$ cat config.mk
export PLATFORM = sky130hd
export DESIGN_NAME = rtc_three_wire_serial_master
export DESIGN_NICKNAME = d
export VERILOG_FILES = /design/src/rtl/core/rtc3w_pkg.sv /design/src/rtl/core/rtc_three_wire_serial_master.sv
export SDC_FILE = /design/constraint.sdc
export NUM_CORES = 1
export LEC_CHECK = 0
export BUFFER_PORTS_ARGS = -buffer_cell sky130_fd_sc_hd__buf_2
export CAP_MARGIN = 15
export CORE_MARGIN = 8
export CORE_UTILIZATION = 53
export DETAILED_ROUTE_END_ITERATION = 10
export MAX_ROUTING_LAYER = met4
export PLACE_DENSITY_LB_ADDON = 0.1
export SKIP_LAST_GASP = 1
export SYNTH_ARGS = -nofsm -noshare
export SYNTH_HDL_FRONTEND = slang
export SYNTH_SLANG_ARGS = --single-unit
$ cat constraint.sdc
create_clock -name i_clk -period 4.9 [get_ports i_clk]
set_input_delay 0.245 -clock i_clk [delete_from_list [all_inputs] [get_ports i_clk]]
set_output_delay 0.245 -clock i_clk [all_outputs]
set_load 0.02 [all_outputs]
$ cat src/rtl/core/rtc3w_pkg.sv
// ----------------------------------------------------------------------------
// rtc3w_pkg
// Types, constants and helpers for the 3-wire serial RTC master.
// ----------------------------------------------------------------------------
package rtc3w_pkg;

    localparam int BURST_BYTES = 8;
    localparam logic [2:0] BURST_LAST_IDX = 3'(BURST_BYTES - 1);

    localparam logic [7:0] CMD_BURST_READ = 8'hBF;
    localparam logic [7:0] CMD_READ_BIT   = 8'h01;
    localparam logic [7:0] DEC_MAX        = 8'd99;
    localparam logic [7:0] PHASE_TICKS_RST = 8'd1;

    typedef enum logic [1:0] {
        MODE_RAW_WR    = 2'd0,
        MODE_DEC_WR    = 2'd1,
        MODE_SINGLE_RD = 2'd2,
        MODE_BURST_RD  = 2'd3
    } t_mode;

    typedef enum logic [3:0] {
        ST_IDLE  = 4'd0,
        ST_START = 4'd1,
        ST_WLOW  = 4'd2,
        ST_WHIGH = 4'd3,
        ST_RLOW  = 4'd4,
        ST_RHIGH = 4'd5,
        ST_STOP  = 4'd6
    } t_seq;

    // Clamp to 99 and pack as tens:units BCD. Tens via x*205 >> 11 (exact below 1029).
    function automatic logic [7:0] to_bcd(input logic [7:0] value);
        logic [6:0]  v;
        logic [14:0] prod;
        logic [3:0]  tens;
        logic [6:0]  tens_x10;
        logic [6:0]  units;
        v        = (value > DEC_MAX) ? DEC_MAX[6:0] : value[6:0];
        prod     = 15'(v) * 15'd205;
        tens     = prod[14:11];
        tens_x10 = {tens[2:0], 3'b000} + {1'b0, tens[3:0], 1'b0} + 7'({tens[3], 6'b0});
        units    = v - tens_x10;
        return {tens, units[3:0]};
    endfunction

    // Bits 6:4 times ten plus bits 3:0.
    function automatic logic [6:0] from_bcd(input logic [7:0] raw);
        logic [6:0] hi_x10;
        hi_x10 = {1'b0, raw[6:4], 3'b000} + {3'b000, raw[6:4], 1'b0};
        return hi_x10 + {3'b000, raw[3:0]};
    endfunction

endpackage

$ cat src/rtl/core/rtc_three_wire_serial_master.sv
// ----------------------------------------------------------------------------
// rtc_three_wire_serial_master
// Tick-driven CE/SCLK/IO sequencer for a 3-wire serial real-time clock.
//
// Channel   Direction  Handshake                 Payload
// in        sink       i_in_valid / o_in_stall   start_req, mode, address,
//                                                write_data, io_in
// out       source     o_out_valid / i_out_stall pin levels, busy, read byte
// cfg       sink       i_cfg_valid / o_cfg_ready phase_ticks
//
// One tick per cycle while the output is not stalled: each accepted tick updates
// the sequencer and loads one result into the output register on the same edge.
// The output register is the only storage between the sides, so a tick is
// taken in the cycle the pending result is taken.
// Synchronous active-low reset: sequencer idle, output valid low, phase_ticks 1.
// Config writes are always ready.
// ----------------------------------------------------------------------------
module rtc_three_wire_serial_master (
    input  logic       i_clk,
    input  logic       i_rst_n,
    // input ticks
    input  logic       i_in_valid,
    output logic       o_in_stall,
    input  logic       i_start_req,
    input  logic [1:0] i_mode,
    input  logic [7:0] i_address,
    input  logic [7:0] i_write_data,
    input  logic       i_io_in,
    // results
    output logic       o_out_valid,
    input  logic       i_out_stall,
    output logic       o_chip_enable,
    output logic       o_serial_clock,
    output logic       o_data_out,
    output logic       o_data_drive,
    output logic       o_busy_res,
    output logic       o_byte_valid,
    output logic [7:0] o_raw_byte,
    output logic [6:0] o_decimal_value,
    output logic [2:0] o_byte_index,
    output logic       o_last_byte,
    // configuration
    input  logic       i_cfg_valid,
    output logic       o_cfg_ready,
    input  logic [7:0] i_cfg_data
);
    import rtc3w_pkg::*;

    t_seq       r_state,   n_state;
    logic [2:0] r_bit,     n_bit;
    logic [2:0] r_byte,    n_byte;
    logic [7:0] r_shift,   n_shift;
    logic [7:0] r_hold,    n_hold;
    t_mode      r_mode,    n_mode;
    logic [7:0] r_phase,   n_phase;
    logic [7:0] r_phase_ticks;

    logic       r_out_valid;
    logic       r_ce, r_sclk, r_dout, r_drv, r_busy;
    logic       r_bvalid, r_last;
    logic [7:0] r_raw;
    logic [6:0] r_dec;
    logic [2:0] r_idx;

    logic       n_ce, n_sclk, n_dout, n_drv;
    logic       n_bvalid, n_last;
    logic [7:0] n_raw;
    logic [2:0] n_idx;
    logic [2:0] bit_inc;
    logic       phase_end;
    logic       in_accept;

    assign o_in_stall  = r_out_valid && i_out_stall;
    assign in_accept   = i_in_valid && !o_in_stall;
    assign o_cfg_ready = 1'b1;

    assign bit_inc   = r_bit + 3'd1;
    // zero phase_ticks falls through like 1
    assign phase_end = !(({1'b0, r_phase} + 9'd1) < {1'b0, r_phase_ticks});

    // next state
    always_comb begin
        n_state  = r_state;
        n_bit    = r_bit;
        n_byte   = r_byte;
        n_shift  = r_shift;
        n_hold   = r_hold;
        n_mode   = r_mode;
        n_phase  = r_phase;
        n_bvalid = 1'b0;
        n_raw    = 8'd0;
        n_idx    = 3'd0;
        n_last   = 1'b0;
        if (in_accept) begin
            if (r_state == ST_IDLE) begin
                if (i_start_req) begin
                    n_mode = t_mode'(i_mode);
                    n_hold = (t_mode'(i_mode) == MODE_DEC_WR) ? to_bcd(i_write_data)
                                                              : i_write_data;
                    case (t_mode'(i_mode))
                        MODE_SINGLE_RD: n_shift = i_address | CMD_READ_BIT;
                        MODE_BURST_RD:  n_shift = CMD_BURST_READ;
                        default:        n_shift = i_address;
                    endcase
                    n_bit   = 3'd0;
                    n_byte  = 3'd0;
                    n_phase = 8'd0;
                    n_state = ST_START;
                end
            end else if (!phase_end) begin
                n_phase = r_phase + 8'd1;
            end else begin
                n_phase = 8'd0;
                case (r_state)
                    ST_START: n_state = ST_WLOW;
                    ST_WLOW:  n_state = ST_WHIGH;
                    ST_WHIGH: begin
                        n_shift = {1'b0, r_shift[7:1]};
                        n_bit   = bit_inc;
                        if (bit_inc != 3'd0) begin
                            n_state = ST_WLOW;
                        end else if (r_mode == MODE_RAW_WR || r_mode == MODE_DEC_WR) begin
                            if (r_byte == 3'd0) begin
                                n_shift = r_hold;
                                n_byte  = 3'd1;
                                n_state = ST_WLOW;
                            end else begin
                                n_state = ST_STOP;
                            end
                        end else begin
                            n_shift = 8'd0;
                            n_byte  = 3'd0;
                            n_state = ST_RLOW;
                        end
                    end
                    ST_RLOW: begin
                        n_shift = {i_io_in, r_shift[7:1]};
                        n_bit   = bit_inc;
                        if (bit_inc == 3'd0) begin
                            n_bvalid = 1'b1;
                            n_raw    = {i_io_in, r_shift[7:1]};
                            n_idx    = r_byte;
                            n_last   = (r_mode == MODE_SINGLE_RD) || (r_byte == BURST_LAST_IDX);
                            if (n_last) begin
                                n_state = ST_STOP;
                            end else begin
                                n_byte  = r_byte + 3'd1;
                                n_state = ST_RHIGH;
                            end
                        end else begin
                            n_state = ST_RHIGH;
                        end
                    end
                    ST_RHIGH: n_state = ST_RLOW;
                    default:  n_state = ST_IDLE;
                endcase
            end
        end
    end

    // pin decode from the state after the tick
    always_comb begin
        n_ce   = 1'b0;
        n_sclk = 1'b0;
        n_dout = 1'b0;
        n_drv  = 1'b0;
        case (n_state)
            ST_START: n_ce = 1'b1;
            ST_WLOW: begin
                n_ce   = 1'b1;
                n_drv  = 1'b1;
                n_dout = n_shift[0];
            end
            ST_WHIGH: begin
                n_ce   = 1'b1;
                n_sclk = 1'b1;
                n_drv  = 1'b1;
                n_dout = n_shift[0];
            end
            ST_RLOW:  n_ce = 1'b1;
            ST_RHIGH: begin
                n_ce   = 1'b1;
                n_sclk = 1'b1;
            end
            ST_STOP: begin
                n_ce   = 1'b1;
                n_sclk = 1'b1;
            end
            default: begin
                n_ce = 1'b0;
            end
        endcase
    end

    always_ff @(posedge i_clk) begin
        if (!i_rst_n) begin
            r_state       <= ST_IDLE;
            r_bit         <= 3'd0;
            r_byte        <= 3'd0;
            r_shift       <= 8'd0;
            r_hold        <= 8'd0;
            r_mode        <= MODE_RAW_WR;
            r_phase       <= 8'd0;
            r_phase_ticks <= PHASE_TICKS_RST;
            r_out_valid   <= 1'b0;
        end else begin
            r_state <= n_state;
            r_bit   <= n_bit;
            r_byte  <= n_byte;
            r_shift <= n_shift;
            r_hold  <= n_hold;
            r_mode  <= n_mode;
            r_phase <= n_phase;
            if (i_cfg_valid) begin
                r_phase_ticks <= i_cfg_data;
            end
            if (in_accept) begin
                r_out_valid <= 1'b1;
            end else if (!i_out_stall) begin
                r_out_valid <= 1'b0;
            end
        end
    end

    // result register
    always_ff @(posedge i_clk) begin
        if (in_accept) begin
            r_ce     <= n_ce;
            r_sclk   <= n_sclk;
            r_dout   <= n_dout;
            r_drv    <= n_drv;
            r_busy   <= (n_state != ST_IDLE);
            r_bvalid <= n_bvalid;
            r_raw    <= n_raw;
            r_dec    <= from_bcd(n_raw);
            r_idx    <= n_idx;
            r_last   <= n_last;
        end
    end

    assign o_out_valid     = r_out_valid;
    assign o_chip_enable   = r_ce;
    assign o_serial_clock  = r_sclk;
    assign o_data_out      = r_dout;
    assign o_data_drive    = r_drv;
    assign o_busy_res      = r_busy;
    assign o_byte_valid    = r_bvalid;
    assign o_raw_byte      = r_raw;
    assign o_decimal_value = r_dec;
    assign o_byte_index    = r_idx;
    assign o_last_byte     = r_last;

    a_drive_needs_ce: assert property (@(posedge i_clk) disable iff (!i_rst_n)
        o_out_valid && o_data_drive |-> o_chip_enable)
        else $error("IO driven with CE low");

    a_idle_pins_rest: assert property (@(posedge i_clk) disable iff (!i_rst_n)
        o_out_valid && !o_busy_res |-> !o_chip_enable && !o_serial_clock && !o_data_drive)
        else $error("pins not at rest while idle");

    a_read_byte_released: assert property (@(posedge i_clk) disable iff (!i_rst_n)
        o_out_valid && o_byte_valid |-> o_chip_enable && o_serial_clock && !o_data_drive)
        else $error("read byte completed outside a released high phase");

    a_idle_counters: assert property (@(posedge i_clk) disable iff (!i_rst_n)
        r_state == ST_IDLE && in_accept && i_start_req |=> r_bit == 3'd0 && r_phase == 8'd0)
        else $error("transaction start did not clear counters");

endmodule
==> flow_metrics.env, run 1 <==
export IMPL_hold_viol=0
export IMPL_clockBufferDepth=2
export IMPL_routabilityCongestion=0.914
export IMPL_use_met2_pct=30.3
export IMPL_slew_viol_final=0
export IMPL_synth_flop_cell="dfxtp_1"
export IMPL_drive_above_1_share_pct=15.5
export IMPL_cp_num_buf_inv=4
export IMPL_post_cts_buffers=0
export IMPL_worstPathArrival_ns=4.81
export IMPL_gr_total_overflow=0
export IMPL_cts_sinks=69
export IMPL_holdCritPathClass="in2reg"
export IMPL_grt_most_used_layer="met2"
export IMPL_root_buffer="clkbuf_8"
export IMPL_fillers=761
export IMPL_syn_num_nets=600
export IMPL_drc_errors=0
export IMPL_ys_seq_area_share_pct=35.2
export IMPL_antenna_found_initial=0
export IMPL_post_dp_cell_area_um2=5040
export IMPL_clk_pin_slew_ns=0.07
export IMPL_p_sw_uw=480
export IMPL_cts_tree="yes"
export IMPL_critPathTopFamily="adder cells"
export IMPL_numCtsBuffers=9
export IMPL_row_count=34
export IMPL_fin_skew_ns=0.0126
export IMPL_async_flop_share_pct=0
export IMPL_die_y_um=109
export IMPL_max_slew_margin_rel_pct=43.3
export IMPL_ys_types=59
export IMPL_power_density_nw_per_um2=295
export IMPL_use_met3_pct=3.07
export IMPL_maxCapViolCount=0
export IMPL_synth_common_cells="nor2_1, ha_1, dfxtp_1, inv_1, nand2_1"
export IMPL_initial_core_util_pct=53.6
export IMPL_clk_latency_ns=0.34
export IMPL_syn_to_final_growth_pct=13.6
export IMPL_antenna_left=0
export IMPL_worstPathRequired_ns=5.15
export IMPL_path_max_fanout=5
export IMPL_ys_warn_count=0
export IMPL_multiInputGateArea_um2=2760
export IMPL_vias_per_cell=5.66
export IMPL_grt_pass1_wl_um=17400
export IMPL_p_comb_share_pct=29.2
export IMPL_rsz0062_at_grt="no"
export IMPL_yosysTopAreaCellShare_pct=19.6
export IMPL_status="completed"
export IMPL_pwr_share_clk_pct=29.6
export IMPL_yosys_register_bits=69
export IMPL_netlist_instances=507
export IMPL_core_area_um2=8590
export IMPL_start_kind="input port"
export IMPL_internal_power_mw=1.06
export IMPL_die_area_um2=11900
export IMPL_synth_edf_count=24
export IMPL_irDropWorstVdd_v=0.000161
export IMPL_crit_slowest_cell="fa_1"
export IMPL_nets=663
export IMPL_cts_resized=0
export IMPL_yosys_cell_count_top_type="nor2_1"
export IMPL_worst_pin_slew_ns=0.843
export IMPL_pin_count=61
export IMPL_drt_pass1_iter_count=6
export IMPL_layout_min_cycle_time_ns=4.56
export IMPL_netSwitchingFraction_pct=31.1
export IMPL_grt_pass1_vias=3807
export IMPL_regArea_um2=1620
export IMPL_critPathKind="in2reg"
export IMPL_synth_area_um2=4610
export IMPL_wirelength_um=10500
export IMPL_leakagePower_nw=2.48
export IMPL_htreeDepth=3
export IMPL_path_cells="buf_2, or3_1, a31oi_1, nor2b_1, inv_1, ha_1, ha_1, inv_1, fa_1, fa_1, inv_1, ha_1, a21oi_1, nor2b_1, a21o_1, a31oi_1, xnor2_1, ha_1, nand2_1, nand2_1, xnor3_1, o32ai_2"
export IMPL_design_area_um2=5230
export IMPL_grtUsageMet1_pct=22.8
export IMPL_synth_avg_cell_area_um2=9.09
export IMPL_post_drt_wl_per_cell_um=15.4
export IMPL_fmax_ghz=0.219
export IMPL_cpMostUsedCell="ha_1"
export IMPL_end_kind="flip-flop"
export IMPL_chipWidth_um=109
export IMPL_port_buffers=59
export IMPL_critPathMaxStageDelay_ns=0.49
export IMPL_num_vias=3870
export IMPL_dp_hpwl_um=8180
export IMPL_p_seq_share_pct=41.2
export IMPL_drtIter0Drc=165
export IMPL_fin_crit_sh_pct=93.1
export IMPL_synth_largest_area_cell="dfxtp_1"
export IMPL_setup_viol=0
export IMPL_cts_hold_buf=0
export IMPL_finalPower_mw=1.54
export IMPL_grtUsageTotal_pct=18.8
export IMPL_synth_top_cells_by_area="dfxtp_1, edfxtp_1, ha_1, nor2_1, fa_1"
export IMPL_grt_max_degree=39
-- state kept, by name (all words and copies together) (netlist names) --
register / count
r_bit: 3
r_phase: 8
o_byte_index: 3
o_byte_valid: 1
o_out_valid: 1
r_phase_ticks: 8
o_data_out: 1
r_shift: 8
o_busy_res: 1
o_raw_byte: 8
o_decimal_value: 6
r_hold: 8
r_mode: 2
r_state: 4
o_chip_enable: 1
o_last_byte: 1
r_byte: 3
o_serial_clock: 1
o_data_drive: 1
-- routing by layer --
metal | up-vias | wire length (um)
met5 | - | 0
met4 | 0 | 230
met3 | 23 | 608
met2 | 114 | 4970
met1 | 1792 | 4720
li1 | 1941 | -
-- per-stage QoR --
step	TNS (ns)	hold slack, ns	utilization [%]	setup slack [ns]	instances
2_1_floorplan	0	0.369	-	0.212	507
3_3_place_gp	0	0.449	58.7	0.0966	667
3_5_place_dp	-0.0215	0.454	58.7	-0.0215	667
4_1_cts	0	0.111	60.9	0.330	683
5_1_grt	0	0.134	60.9	0.104	683
6_report	0	0.123	60.9	0.340	684
-- cell type report --
type	instances	area share, %
antenna	1	0.0478
clock buffer	14	2.92
clock inverter	2	0.645
inverter	41	2.94
multi-input combinational	379	52.7
sequential	69	31.0
tap	108	2.58
timing repair buffer	70	7.22
-- cells by family (layout without fill, tap and decap cells) --
logic type	Yosys count	after routing	synth area share [%]
AO/OA/AOI/OAI	115	115	16.8
XOR/XNOR	17	17	3.53
adder cells (fa/ha/maj)	60	60	17.9
buffers and inverters	59	127	4.97
flip-flops	69	69	35.2
multiplexers	16	16	3.48
other	1	2	0.0814
AND/OR/NAND/NOR	170	170	18.0
-- path summary, 6_finish.rpt --
| kind | start | slack (ns) | end | cells after the start |
|---|---|---|---|---|
| worst max register to register | r_phase[0] | 0.61 | o_decimal_value[5] | 17 |
| worst min register to register | r_mode[0] | 0.47 | r_mode[0] | 2 |
| worst max-delay path | i_write_data[4] | 0.34 | r_hold[3] | 22 |
| worst min-delay path | i_cfg_data[0] | 0.12 | r_phase_ticks[0] | 3 |
-- worst min-delay path, cell delays in order --
cell and delay, ns:
buf_2 0.08, mux2i_1 0.06, nand2_1 0.06
-- cells in the final DEF, fill, tap and decap left out, types with 11 or more instances in the layout --
cell type and count:
mux2i_1 16, inv_1 41, buf_2 59, buf_4 11, nor2_1 56, and3_1 14, a21oi_1 25, edfxtp_1 24
nand2_1 32, dfxtp_1 45, a22oi_1 12, ha_1 50, nor3_1 12, o21ai_0 15
-- power by group through the flow --
stage	Combinational (mW)	Sequential [mW]	Clock, mW
final	0.450	0.635	0.456
after global routing	0.506	0.638	0.490
after CTS	0.453	0.635	0.465
after detailed placement	0.450	0.648	0
after global placement	0.440	0.647	0
after floorplan	0.317	0.659	0
Power figures use the tool's default switching activity.
==> run 2, diff against run 1 <==
--- a/config.mk
+++ b/config.mk
@@ -8,7 +8,8 @@
 export BUFFER_PORTS_ARGS = -buffer_cell sky130_fd_sc_hd__buf_2
 export CAP_MARGIN = 15
 export CORE_MARGIN = 8
-export CORE_UTILIZATION = 53
+export CORE_UTILIZATION = 54
+export CTS_BUF_LIST = sky130_fd_sc_hd__clkbuf_4
 export DETAILED_ROUTE_END_ITERATION = 10
 export MAX_ROUTING_LAYER = met4
 export PLACE_DENSITY_LB_ADDON = 0.1
==> flow_metrics.env, run 2 (synthesis gave the netlist of run 1 again) <==
export IMPL_p_seq_share_pct=43.7
export IMPL_drive_above_1_share_pct=16.2
export IMPL_finalPower_mw=1.45
export IMPL_fillers=740
export IMPL_drt_pass1_iter_count=5
export IMPL_end_kind="flip-flop"
export IMPL_chipWidth_um=108
export IMPL_hold_viol=0
export IMPL_dp_slack_ns=0.00529
export IMPL_numCtsBuffers=9
export IMPL_start_kind="input port"
export IMPL_layout_min_cycle_time_ns=4.52
export IMPL_grt_pass1_wl_um=17400
export IMPL_wirelength_um=10500
export IMPL_port_buffers=59
export IMPL_fin_tns_setup_ns=0
export IMPL_grtUsageTotal_pct=18.9
export IMPL_post_drt_wl_per_cell_um=15.5
export IMPL_critPathMaxStageDelay_ns=0.43
export IMPL_vias_per_cell=5.63
export IMPL_drtIter0Drc=230
export IMPL_netSwitchingFraction_pct=32.9
export IMPL_cts_sinks=69
export IMPL_place_inst=664
export IMPL_initial_core_util_pct=55.8
export IMPL_num_vias=3827
export IMPL_worstPathArrival_ns=4.85
export IMPL_finalWorstSetupSlack_ns=0.376
export IMPL_antenna_left=0
export IMPL_status="completed"
export IMPL_maxCapViolCount=0
export IMPL_max_slew_margin_rel_pct=50.3
export IMPL_antenna_found_initial=0
export IMPL_leakagePower_nw=2.46
export IMPL_die_y_um=108
export IMPL_cts_tree="yes"
export IMPL_root_buffer="clkbuf_4"
export IMPL_critPathTopFamily="adder cells"
export IMPL_grt_max_degree=39
export IMPL_fmax_ghz=0.221
export IMPL_cpMostUsedCell="ha_1"
export IMPL_nets=663
export IMPL_path_max_fanout=5
export IMPL_path_cells="buf_2, or3_1, a31oi_1, nor2b_1, inv_1, ha_1, inv_1, fa_1, inv_1, fa_1, ha_1, ha_1, a21oi_1, o21ai_1, a31oi_1, xnor2_1, ha_1, nand2_1, nand2_1, xnor3_1, o32ai_2"
export IMPL_min_path_cells=3
export IMPL_power_density_nw_per_um2=281
export IMPL_cts_resized=0
export IMPL_regArea_um2=1620
export IMPL_row_count=33
export IMPL_design_area_um2=5170
export IMPL_post_dp_cell_area_um2=5040
export IMPL_critPathKind="in2reg"
export IMPL_dp_hpwl_um=8210
export IMPL_core_area_um2=8260
export IMPL_htreeDepth=3
export IMPL_cp_num_buf_inv=4
export IMPL_fin_skew_ns=0.0233
export IMPL_internal_power_uw=975
export IMPL_irDropWorstVdd_v=0.000148
export IMPL_drc_errors=0
export IMPL_cts_hold_buf=0
export IMPL_setup_viol=0
export IMPL_grt_pass1_vias=3860
export IMPL_pwr_share_clk_pct=25.2
export IMPL_ff2ff_path_depth=16
export IMPL_syn_to_final_growth_pct=12.3
export IMPL_mostFrequentLayoutCells="buf_2, nor2_1, ha_1"
export IMPL_worstPathRequired_ns=5.22
export IMPL_slew_viol_final=0
export IMPL_pin_count=61
export IMPL_p_comb_share_pct=31.1
export IMPL_routabilityCongestion=0.898
export IMPL_clockBufferDepth=2
export IMPL_p_sw_uw=477
export IMPL_die_area_um2=11700
export IMPL_worst_pin_slew_ns=0.740
export IMPL_clk_pin_slew_ns=0.12
export IMPL_layout_commonest_cell="buf_2"
export IMPL_crit_slowest_cell="fa_1"
export IMPL_post_cts_buffers=0
export IMPL_clk_latency_ns=0.41
export IMPL_gr_total_overflow=0
export IMPL_fin_cells=680
export IMPL_holdCritPathClass="in2reg"
export IMPL_rsz0062_at_grt="no"
export IMPL_diodes=0
export IMPL_crit_cells=21
export IMPL_fin_crit_sh_pct=92.3
export IMPL_multiInputGateArea_um2=2760
==> run 2: changes by cell type in the layout (fill, tap and decap cells not counted) <==
cell	previous run	this run
clkinvlp_4	0	1
diode_2	1	0
clkbuf_4	0	11
clkbuf_8	10	0
clkinv_2	0	2
clkbuf_1	4	0
==> run 2: layout make-up <==
| type | instances | share of cell area, % |
|---|---|---|
| clock buffers | 11 | 1.60 |
| clock inverters | 5 | 0.991 |
| inverters | 41 | 2.97 |
| multi-input cells | 379 | 53.3 |
| flip-flops and latches | 69 | 31.3 |
| well taps | 105 | 2.54 |
| repair buffers | 70 | 7.30 |
==> run 2: power by group through the flow <==
stage | Sequential, mW | Combinational (mW) | Clock, mW
floorplan | 0.659 | 0.317 | 0
global route | 0.638 | 0.506 | 0.398
finish | 0.635 | 0.452 | 0.366
CTS | 0.635 | 0.454 | 0.376
detailed placement | 0.648 | 0.450 | 0
global placement | 0.647 | 0.439 | 0
==> run 2: routing by layer <==
layer  vias to the layer above  part of all wire [%]  track usage [%]
li1                       1942                     -                -
met1                      1753                    45             22.2
met2                       118                    47             31.2
met3                        14                   6.9             3.93
met4                         0                   1.4             7.04
met5                         -                     0                -
==> run 2: stage by stage <==
step	util, %	hold WS, ns
after floorplan	-	0.369
after global placement	61.0	0.448
after detailed placement	61.0	0.472
after CTS	62.7	0.0107
after global routing	62.7	0.0310
final	62.7	0.0388
==> run 2: worst min-delay path, delay by kind of cell <==
family / cells / cell delay, ns
mux: 1 / 0.05
buf+inv: 1 / 0.07
simple gates: 1 / 0.06
==> run 2: final timing paths <==
path	start	slack, ns	to
worst max register to register	r_phase[0]	0.45	o_decimal_value[5]
worst min register to register	r_mode[0]	0.49	r_mode[0]
worst min-delay path	i_cfg_data[0]	0.04	r_phase_ticks[0]
worst max-delay path	i_write_data[4]	0.38	r_hold[3]
